## src/sv/bpts_pkg.sv

```systemverilog
// ----------------------------------------------------------------------------
// bpts_pkg: shared definitions for the button packet pan/tilt stepper
// Character codes, LED color codes, field widths and parameter defaults.
// ----------------------------------------------------------------------------
package bpts_pkg;

	localparam int BYTE_W   = 8;
	localparam int POS_W    = 5;
	localparam int COLOUR_W = 2;
	localparam int OUT_W    = 16;

	// Default span of each axis, in steps.
	localparam int POS_STEPS_DEF = 20;

	localparam logic [BYTE_W-1:0] SETTLE_RESET = 8'd10;

	localparam logic [BYTE_W-1:0] CH_START = 8'h21; // '!'
	localparam logic [BYTE_W-1:0] CH_TYPE  = 8'h42; // 'B'
	localparam logic [BYTE_W-1:0] CH_UP    = 8'h35; // '5'
	localparam logic [BYTE_W-1:0] CH_DOWN  = 8'h36; // '6'
	localparam logic [BYTE_W-1:0] CH_LEFT  = 8'h37; // '7'
	localparam logic [BYTE_W-1:0] CH_RIGHT = 8'h38; // '8'
	localparam logic [BYTE_W-1:0] CH_PRESS = 8'h31; // '1'

	localparam logic [COLOUR_W-1:0] COL_GREEN  = 2'd0;
	localparam logic [COLOUR_W-1:0] COL_RED    = 2'd1;
	localparam logic [COLOUR_W-1:0] COL_YELLOW = 2'd2;

	typedef struct packed {
		logic                check_failed;
		logic                packet_accepted;
		logic                ready_res;
		logic [COLOUR_W-1:0] led_colour;
		logic [POS_W-1:0]    tilt_pos;
		logic [POS_W-1:0]    pan_pos;
	} result_t;

endpackage

```

## src/sv/bpts_core.sv

```systemverilog
// ----------------------------------------------------------------------------
// bpts_core: packet parser and axis stepper state
// Holds the parse and motion state and works out the next state and the
// result for one byte or tick combinationally.
// ----------------------------------------------------------------------------
module bpts_core #(
	parameter int POS_STEPS = bpts_pkg::POS_STEPS_DEF
) (
	input  logic                        clk,
	input  logic                        arst_n,
	input  logic                        en,
	input  logic                        cmd,
	input  logic [bpts_pkg::BYTE_W-1:0] rx_byte,
	input  logic [bpts_pkg::BYTE_W-1:0] settle_ticks,
	output bpts_pkg::result_t           result
);

	localparam int STEP_W = $clog2(POS_STEPS + 1);
	localparam logic [STEP_W-1:0] STEP_MAX = STEP_W'(POS_STEPS);

	typedef enum logic [2:0] {
		PH_START,
		PH_TYPE,
		PH_BUTTON,
		PH_HIT,
		PH_CHECK
	} phase_t;

	phase_t                              phase_q, phase_d;
	logic [bpts_pkg::BYTE_W-1:0]         button_q, button_d;
	logic [bpts_pkg::BYTE_W-1:0]         hit_q, hit_d;
	logic [STEP_W-1:0]                   pan_q, pan_d;
	logic [STEP_W-1:0]                   tilt_q, tilt_d;
	logic [3:0]                          held_q, held_d;
	logic                                ready_q, ready_d;
	logic [bpts_pkg::BYTE_W-1:0]         settle_q, settle_d;
	logic [bpts_pkg::COLOUR_W-1:0]       colour_q, colour_d;
	logic                                acc, bad;
	logic [bpts_pkg::BYTE_W-1:0]         sum;
	logic [3:0]                          dir;
	logic [STEP_W-1:0]                   tilt_mid, pan_mid;
	logic [STEP_W+bpts_pkg::POS_W-1:0]   pan_ext, tilt_ext;

	always_comb begin
		case (button_q)
			bpts_pkg::CH_UP:    dir = 4'b0001;
			bpts_pkg::CH_DOWN:  dir = 4'b0010;
			bpts_pkg::CH_LEFT:  dir = 4'b0100;
			bpts_pkg::CH_RIGHT: dir = 4'b1000;
			default:            dir = 4'b0000;
		endcase
	end

	assign sum = bpts_pkg::CH_START + bpts_pkg::CH_TYPE + button_q + hit_q;

	always_comb begin
		phase_d  = phase_q;
		button_d = button_q;
		hit_d    = hit_q;
		pan_d    = pan_q;
		tilt_d   = tilt_q;
		held_d   = held_q;
		ready_d  = ready_q;
		settle_d = settle_q;
		colour_d = colour_q;
		acc      = 1'b0;
		bad      = 1'b0;
		tilt_mid = tilt_q;
		pan_mid  = pan_q;
		if (cmd) begin
			// Opposite directions are applied in turn: up, down, left, right.
			if (!ready_q) begin
				if (held_q[0] && tilt_q != '0) tilt_mid = tilt_q - 1'b1;
				if (held_q[1] && tilt_mid < STEP_MAX) tilt_d = tilt_mid + 1'b1;
				else tilt_d = tilt_mid;
				if (held_q[2] && pan_q != '0) pan_mid = pan_q - 1'b1;
				if (held_q[3] && pan_mid < STEP_MAX) pan_d = pan_mid + 1'b1;
				else pan_d = pan_mid;
			end
			if (settle_q != '0) begin
				settle_d = settle_q - 1'b1;
				if (settle_q == 8'd1) begin
					ready_d  = 1'b1;
					colour_d = bpts_pkg::COL_GREEN;
				end
			end
		end else begin
			case (phase_q)
				PH_TYPE: begin
					phase_d = (rx_byte == bpts_pkg::CH_TYPE) ? PH_BUTTON : PH_START;
				end
				PH_BUTTON: begin
					button_d = rx_byte;
					phase_d  = PH_HIT;
				end
				PH_HIT: begin
					hit_d   = rx_byte;
					phase_d = PH_CHECK;
				end
				PH_CHECK: begin
					phase_d = PH_START;
					if (rx_byte == ~sum) begin
						acc = 1'b1;
						if (dir != 4'b0000) begin
							if (hit_q == bpts_pkg::CH_PRESS) begin
								held_d   = held_q | dir;
								ready_d  = 1'b0;
								settle_d = '0;
								colour_d = bpts_pkg::COL_RED;
							end else begin
								held_d   = held_q & ~dir;
								settle_d = settle_ticks;
								if (settle_ticks == '0) begin
									ready_d  = 1'b1;
									colour_d = bpts_pkg::COL_GREEN;
								end else begin
									colour_d = bpts_pkg::COL_YELLOW;
								end
							end
						end
					end else begin
						bad = 1'b1;
					end
				end
				default: begin
					phase_d = (rx_byte == bpts_pkg::CH_START) ? PH_TYPE : PH_START;
				end
			endcase
		end
	end

	always_ff @(posedge clk or negedge arst_n) begin
		if (!arst_n) begin
			phase_q  <= PH_START;
			button_q <= '0;
			hit_q    <= '0;
			pan_q    <= '0;
			tilt_q   <= '0;
			held_q   <= '0;
			ready_q  <= 1'b1;
			settle_q <= '0;
			colour_q <= bpts_pkg::COL_GREEN;
		end else if (en) begin
			phase_q  <= phase_d;
			button_q <= button_d;
			hit_q    <= hit_d;
			pan_q    <= pan_d;
			tilt_q   <= tilt_d;
			held_q   <= held_d;
			ready_q  <= ready_d;
			settle_q <= settle_d;
			colour_q <= colour_d;
		end
	end

	// Positions are reported as the low five bits of the step counts.
	assign pan_ext  = {{bpts_pkg::POS_W{1'b0}}, pan_d};
	assign tilt_ext = {{bpts_pkg::POS_W{1'b0}}, tilt_d};

	always_comb begin
		result.pan_pos         = pan_ext[bpts_pkg::POS_W-1:0];
		result.tilt_pos        = tilt_ext[bpts_pkg::POS_W-1:0];
		result.led_colour      = colour_d;
		result.ready_res       = ready_d;
		result.packet_accepted = acc;
		result.check_failed    = bad;
	end

endmodule

```

## src/sv/button_packet_pan_tilt_stepper.sv

```systemverilog
// ----------------------------------------------------------------------------
// button_packet_pan_tilt_stepper: button packet parser driving a pan/tilt pair
// Parses five-byte button packets and steps the two axes on movement ticks.
// ----------------------------------------------------------------------------
//
//  Channel   Direction  Payload
//  s_axis    in         tuser: cmd; tdata[7:0]: rx_byte
//  m_axis    out        tdata: pan_pos, tilt_pos, led_colour, ready_res,
//                       packet_accepted, check_failed (one per input)
//  cfg       in         settle_ticks, written when cfg_we is high
//
// One transaction in gives one transaction out. A transaction is captured in
// an input register, processed against the parser and axis state as it
// leaves, and the result lands in the output register: one transaction per
// cycle sustained while m_axis is ready. When m_axis stalls, one transaction
// waits in the input register and s_axis_tready drops. Reset is asynchronous
// and leaves the parser waiting for a start byte, both axes at zero, ready.
//
module button_packet_pan_tilt_stepper #(
	parameter int POS_STEPS = bpts_pkg::POS_STEPS_DEF
) (
	input  logic                        clk,
	input  logic                        arst_n,
	input  logic                        s_axis_tvalid,
	output logic                        s_axis_tready,
	input  logic [bpts_pkg::BYTE_W-1:0] s_axis_tdata,  // [7:0] rx_byte
	input  logic                        s_axis_tuser,  // cmd
	output logic                        m_axis_tvalid,
	input  logic                        m_axis_tready,
	// [4:0] pan_pos, [9:5] tilt_pos, [11:10] led_colour, [12] ready_res,
	// [13] packet_accepted, [14] check_failed, [15] zero
	output logic [bpts_pkg::OUT_W-1:0]  m_axis_tdata,
	input  logic                        cfg_we,
	input  logic [bpts_pkg::BYTE_W-1:0] cfg_wdata
);

	logic                        valid_s1;
	logic                        cmd_s1;
	logic [bpts_pkg::BYTE_W-1:0] byte_s1;
	logic                        out_valid_q;
	logic [bpts_pkg::OUT_W-1:0]  out_data_q;
	logic [bpts_pkg::BYTE_W-1:0] settle_ticks_q;
	logic                        advance;
	bpts_pkg::result_t           result;

	assign advance       = valid_s1 && (!out_valid_q || m_axis_tready);
	assign s_axis_tready = !valid_s1 || advance;

	always_ff @(posedge clk or negedge arst_n) begin
		if (!arst_n) begin
			settle_ticks_q <= bpts_pkg::SETTLE_RESET;
		end else if (cfg_we) begin
			settle_ticks_q <= cfg_wdata;
		end
	end

	always_ff @(posedge clk or negedge arst_n) begin
		if (!arst_n) begin
			valid_s1 <= 1'b0;
		end else if (s_axis_tready) begin
			valid_s1 <= s_axis_tvalid;
		end
	end

	always_ff @(posedge clk) begin
		if (s_axis_tready && s_axis_tvalid) begin
			cmd_s1  <= s_axis_tuser;
			byte_s1 <= s_axis_tdata;
		end
	end

	bpts_core #(
		.POS_STEPS(POS_STEPS)
	) u_core (
		.clk         (clk),
		.arst_n      (arst_n),
		.en          (advance),
		.cmd         (cmd_s1),
		.rx_byte     (byte_s1),
		.settle_ticks(settle_ticks_q),
		.result      (result)
	);

	always_ff @(posedge clk or negedge arst_n) begin
		if (!arst_n) begin
			out_valid_q <= 1'b0;
		end else if (advance) begin
			out_valid_q <= 1'b1;
		end else if (m_axis_tready) begin
			out_valid_q <= 1'b0;
		end
	end

	always_ff @(posedge clk) begin
		if (advance) begin
			out_data_q <= {1'b0, result.check_failed, result.packet_accepted,
				result.ready_res, result.led_colour, result.tilt_pos, result.pan_pos};
		end
	end

	assign m_axis_tvalid = out_valid_q;
	assign m_axis_tdata  = out_data_q;

endmodule
```

## config.mk

```make
export PLATFORM = sky130hd
export DESIGN_NAME = button_packet_pan_tilt_stepper
export DESIGN_NICKNAME = d
export VERILOG_FILES = /design/src/sv/bpts_pkg.sv /design/src/sv/bpts_core.sv /design/src/sv/button_packet_pan_tilt_stepper.sv
export SDC_FILE = /design/constraint.sdc
export NUM_CORES = 1
export LEC_CHECK = 0
export BUFFER_PORTS_ARGS = -buffer_cell sky130_fd_sc_hd__buf_2
export CORE_UTILIZATION = 35
export DETAILED_ROUTE_END_ITERATION = 8
export SKIP_LAST_GASP = 1
export SYNTH_ARGS = -nofsm -noshare
export SYNTH_HDL_FRONTEND = slang
export SYNTH_SLANG_ARGS = --single-unit
```

## constraint.sdc

```tcl
create_clock -name clk -period 5.48 [get_ports clk]
set_input_delay 0.548 -clock clk [delete_from_list [all_inputs] [get_ports clk]]
set_output_delay 0.548 -clock clk [all_outputs]
set_load 0.02 [all_outputs]
```

; After elaboration in Yosys (flattened, before gate mapping)
; Cells that the tools add are included.
[op_classes]
addsub = 7
n_lt_le_gt_ge = 2
eq_ne = 14
mux = 43
n_bitwise = 6
n_reduce_logical = 25
[op_table]
columns = cell, n
row1 = 5-bit 2-to-1 mux, 12
row2 = 8-bit by 6-bit equality test with 1-bit output (second input constant), 6
row3 = 8-bit 2-to-1 mux, 6
row4 = 2-bit 2-to-1 mux, 9
row5 = 4-bit one-hot mux with 4 select lines, 1
row6 = 1-bit 2-to-1 mux, 13
row7 = 3-bit one-hot mux with 4 select lines, 1
row8 = 5-bit by 1-bit adder with 5-bit output (second input constant), 2
row9 = 5-bit < comparator (second input constant), 2
row10 = 5-bit AND reduction, 2
row11 = 5-bit nonzero test, 2
row12 = 5-bit by 1-bit subtractor with 5-bit output (second input constant), 2
row13 = 7-bit by 8-bit adder with 8-bit output (first input constant), 1
row14 = 8-bit adder, 1
row15 = 8-bit by 1-bit equality test with 1-bit output (second input constant), 1
row16 = 8-bit by 7-bit equality test with 1-bit output (second input constant), 1
row17 = 8-bit equality test, 1
row18 = 8-bit zero test, 1
row19 = 8-bit NOT, 1
row20 = 2-bit nonzero test, 4
row21 = 8-bit nonzero test, 1
row22 = 8-bit by 1-bit subtractor with 8-bit output (second input constant), 1
row23 = 3-bit by 2-bit equality test with 1-bit output (second input constant), 2
row24 = 1-bit logical AND, 6
row25 = 14 further kinds, 18
[totals]
regBits = 78
input_bits = 22
out_inout_bits = 18

; Logic depth before layout (Yosys ltp)
[logic_depth]
word_depth = 10
ltp_mapped = 13

; Cells and area by module
; Synthesis repeated with hierarchy kept, for this count alone.
[hier_totals]
hier_cells = 464
area_unflattened_um2 = 4748.3
[by_module_without_submodules]
columns = module, n_inst, cells_per_inst, area_per_inst_um2
row1 = bpts_core, 1, 413, 3593.4
row2 = button_packet_pan_tilt_stepper, 1, 51, 1154.9

; Worst setup path before layout
; OpenSTA, ideal clock, no wires.
[synth_path]
path_kind = register -> register
start = register u_core.button_q[1] (netlist name)
end = register out_data_q (netlist bit m_axis_tdata[12]), data pin
setup_time_ps = 272
t_arrival_ps = 2698
required_time_ps = 5208
path_slack_ps = 2509
stages_incl_launch_ff = 14
period_less_slack_ps = 2971
cell_sequence = dfrtp_1 > inv_1 > ha_1 > inv_1 > ha_1 > inv_1 > fa_1 > and3b_1 > or3_1 > a211oi_2 > nand4b_2 > buf_2 > nor4_2 > a211oi_2
[synth_lines]
columns = item, line_no
row1 = "start, declared", bpts_core.sv:30  ; logic [bpts_pkg::BYTE_W-1:0] button_q, button_d;
row2 = "start signal, assigned", bpts_core.sv:145  ; button_q <= button_d;
row3 = "end signal, assigned", button_packet_pan_tilt_stepper.sv:96  ; out_data_q <= {1'b0, result.check_failed, result.packet_accepted,
row4 = "end, declared", button_packet_pan_tilt_stepper.sv:41  ; logic [bpts_pkg::OUT_W-1:0] out_data_q;

==> summary.md <==
| Metric | Value |
|---|---|
| Syn Inst Count | `418` |
| CP most frequent cell | `inv_1` |
| Final Critical Period | `3.51 ns` |
| Tightest Pin Transition | `0.749 ns` |
| Htree depth | `3` |
| Hold Vio Cnt, Final | `0` |
| Synth unique cells | `71` |
| Tcrit/Tclk final | `64.1%` |
| Total core area | `12600 µm²` |
| Top FF cell, synth | `dfrtp_1` |
| CP arrival | `3.73 ns` |
| Clock sinks | `78` |
| Setup violations, final | `0` |
| Die area | `13300 µm²` |
| Fillers | `1213` |
| Final nets | `498` |
| Worst skew pair latency | `0.34 ns` |
| DRC violations left | `0` |
| Post-route core utilization | `41.1%` |
| Gpl congestion | `0.838` |
| Post-CTS Setup Bufs | `0` |
| Post-route ant nets | `0` |
| Die W | `115 µm` |
| Antenna diodes | `0` |
| Wire per inst | `14.8 µm` |
| # rows | `41` |
| Most frequent cells in the layout | `dfrtp_1, buf_2, nand2_1, mux2_2, inv_1` |
| Peak supply drop | `171 µV` |
| CP max stage delay | `0.51 ns` |
| Layout area overhead | `14.8%` |
| Max-slew violations | `0` |
| Buffers on Ports | `38` |
| Number of global-route vias before repair | `3138` |
| Buf/Inv on CP | `3` |
| Async SR Flop Fraction | `69.2%` |
| Num ports | `40` |
| Crit path max fanout | `19` |
| Leak | `2.15 nW` |
| Worst endpoint required time | `5.70 ns` |
| Die H | `115 µm` |
| Synth warn | `0` |
| Vias | `3374` |
| Clock buffer count from CTS | `9` |
| TritonCTS clock tree | `yes` |
| Drt pass-1 iters | `4` |
| Commonest non-fill, non-tap cell in the layout | `dfrtp_1` |
| Worst Skew | `0.00560 ns` |
| Crit-path leading delay family | `simple AND/OR/NAND/NOR gates` |
| First-pass GRT wire length | `15400 µm` |
| Crit-path cells | `inv_1, ha_1, inv_1, ha_1, inv_1, fa_1, and3b_1, or3_1, a211oi_2, nand4b_2, nor4b_1, mux2_1` |
| Endpoint type of the worst setup path | `flop` |
| Layout cells sized above 1 | `22.6%` |
| Initial DRC count | `282` |
| Worst Hold Class | `in2async` |
| PwrDens | `276 nW/µm²` |
| # resized after CTS | `0` |
| Max_slew headroom | `50.0%` |
| Critical path class | `reg2reg` |
| GR Overflow Total | `0` |
| Seq cells post-synth | `78` |
| Largest net degree at the start of global routing | `55` |
| Highest clock rate | `285 MHz` |
| Clock slew at reported path FFs | `0.06 ns` |
| WL final | `9370 µm` |
| Setup TNS | `0 ns` |
| Clock root buffer | `clkbuf_16` |
| Max Buffers Root-to-Sink | `2` |
| Post-synth EDFFs | `24` |
| Max Cap Violations | `0` |
| Initial antenna violation count | `0` |
| Initial Utilization | `35.7%` |
| Mapped cell area | `4490 µm²` |
| Total GRT Usage | `15.0%` |
| Net Count, Synth | `460` |
| Syn_area_per_cell | `10.7 µm²` |
| Sequential area share after synthesis | `46.2%` |
| Post-CTS Hold Fix Bufs | `0` |
| Detail Placement HPWL | `6720 µm` |
| Slowest CP cell | `nor4b_1` |
| Status | `complete, no violations` |
| RSZ-0062 raised after global routing | `no` |
| Vias per cell | `5.33` |
| CP Launch Type | `flop` |
==> per-layer routing <==
layer,part of all wire (%),vias up,GRT usage [%]
li1,-,1650,-
met1,47,1626,19.7
met2,47,88,23.9
met3,4.4,10,3.74
met4,1.5,0,5.37
met5,0,-,0
==> power breakdown <==
group / internal, W / switching [W] / total [W] / leakage [nW]
clock network: 0.000363 / 0.000238 / 0.000601 / 0.138
logic: 0.0000596 / 0.0000825 / 0.000142 / 1.09
registers: 0.000642 / 0.0000372 / 0.000679 / 0.927
total: 0.00106 / 0.000358 / 0.00142 / 2.15
==> Yosys cell counts, drive strengths merged, types with 2 or more instances <==
library cell  number  area, µm²
nor4b              3       26.3
nand3b             5       37.5
o21a               3       23.8
nor3              16       85.1
a21oi              9       45.0
edfxtp            24        721
and3b              2       17.5
nand2             33        124
and3               4       25.0
nand4b             4       41.3
a31oi              4       25.0
nor2              15       56.3
o311ai             5       51.3
or4                6       45.0
o41ai              2       25.0
mux2i              5       50.1
a211oi             4       40.0
or4b               4       40.0
o221ai             3       26.3
o21ai             16       80.1
xor2               3       26.3
a21boi             2       15.0
a21bo              2       20.0
o31ai              4       30.0
clkbuf            11       41.3
o211ai             9       67.6
and4               2       17.5
and2               5       31.3
nand4              4       25.0
dfstp              3       78.8
a21o               3       22.5
inv               27        101
nand2b             4       25.0
or3                5       31.3
ha                19        238
nand3             17       85.1
mux2              35        398
xnor2             17        149
dfrtp             51       1280
buf                2       12.5
nor4               9       62.6
==> through the flow <==
stage	total power, W	instances	hold WS [ns]	setup slack, ns	cell area (µm²)
floorplan	0.000780	418	0.252	2.51	4490
global placement	0.000829	617	0.490	2.16	4860
detailed placement	0.000832	617	0.494	1.98	4860
CTS	0.00143	633	0.375	1.96	5160
global route	0.00148	633	0.369	1.72	5160
finish	0.00142	633	0.323	1.97	5160
==> registers in the layout, summed over array words and instances, names as in the netlist, named ones only <==
name and count:
valid_s1 1, u_core.settle_q 8, u_core.tilt_q 5, u_core.phase_q 3
byte_s1 8, settle_ticks_q 8, u_core.pan_q 5, m_axis_tvalid 1
u_core.button_q 8, u_core.hit_q 8, u_core.ready_q 1, u_core.colour_q 2
cmd_s1 1, m_axis_tdata 15
==> cell families after synthesis <==
logic type | count (synthesis) | share of synthesized area [%]
mux | 40 | 9.97
compound gates | 75 | 12.3
xor+xnor | 20 | 3.90
fa+ha+maj | 21 | 5.96
simple gates | 143 | 18.2
other cells | 1 | 0.0835
flops | 78 | 46.2
buf+inv | 40 | 3.45
==> worst paths after layout <==
check / startpoint / endpoint / slack [ns] / cells after the start
max: u_core.button_q[1] / flop / 1.97 / 12
min: arst_n / u_core.tilt_q[3] / 0.32 / 2
max reg2reg: u_core.button_q[1] / flop / 1.97 / 12
min reg2reg: u_core.hit_q[5] / u_core.hit_q[5] / 0.51 / 1
max in group asynchronous: arst_n / u_core.phase_q[0] / 4.63 / 2
min in group clk: s_axis_tdata[4] / byte_s1[4] / 0.38 / 1
==> final cells by class <==
| type | count | area, µm² | area share, % |
|---|---|---|---|
| multi-input cells | 300 | 2260 | 43.8 |
| flip-flops and latches | 78 | 2080 | 40.2 |
| clock buffers | 10 | 239 | 4.63 |
| well taps | 172 | 215 | 4.17 |
| repair buffers | 40 | 205 | 3.98 |
| inverters | 27 | 101 | 1.96 |
| clock inverters | 6 | 61.3 | 1.19 |
Power figures use the tool's default switching activity.
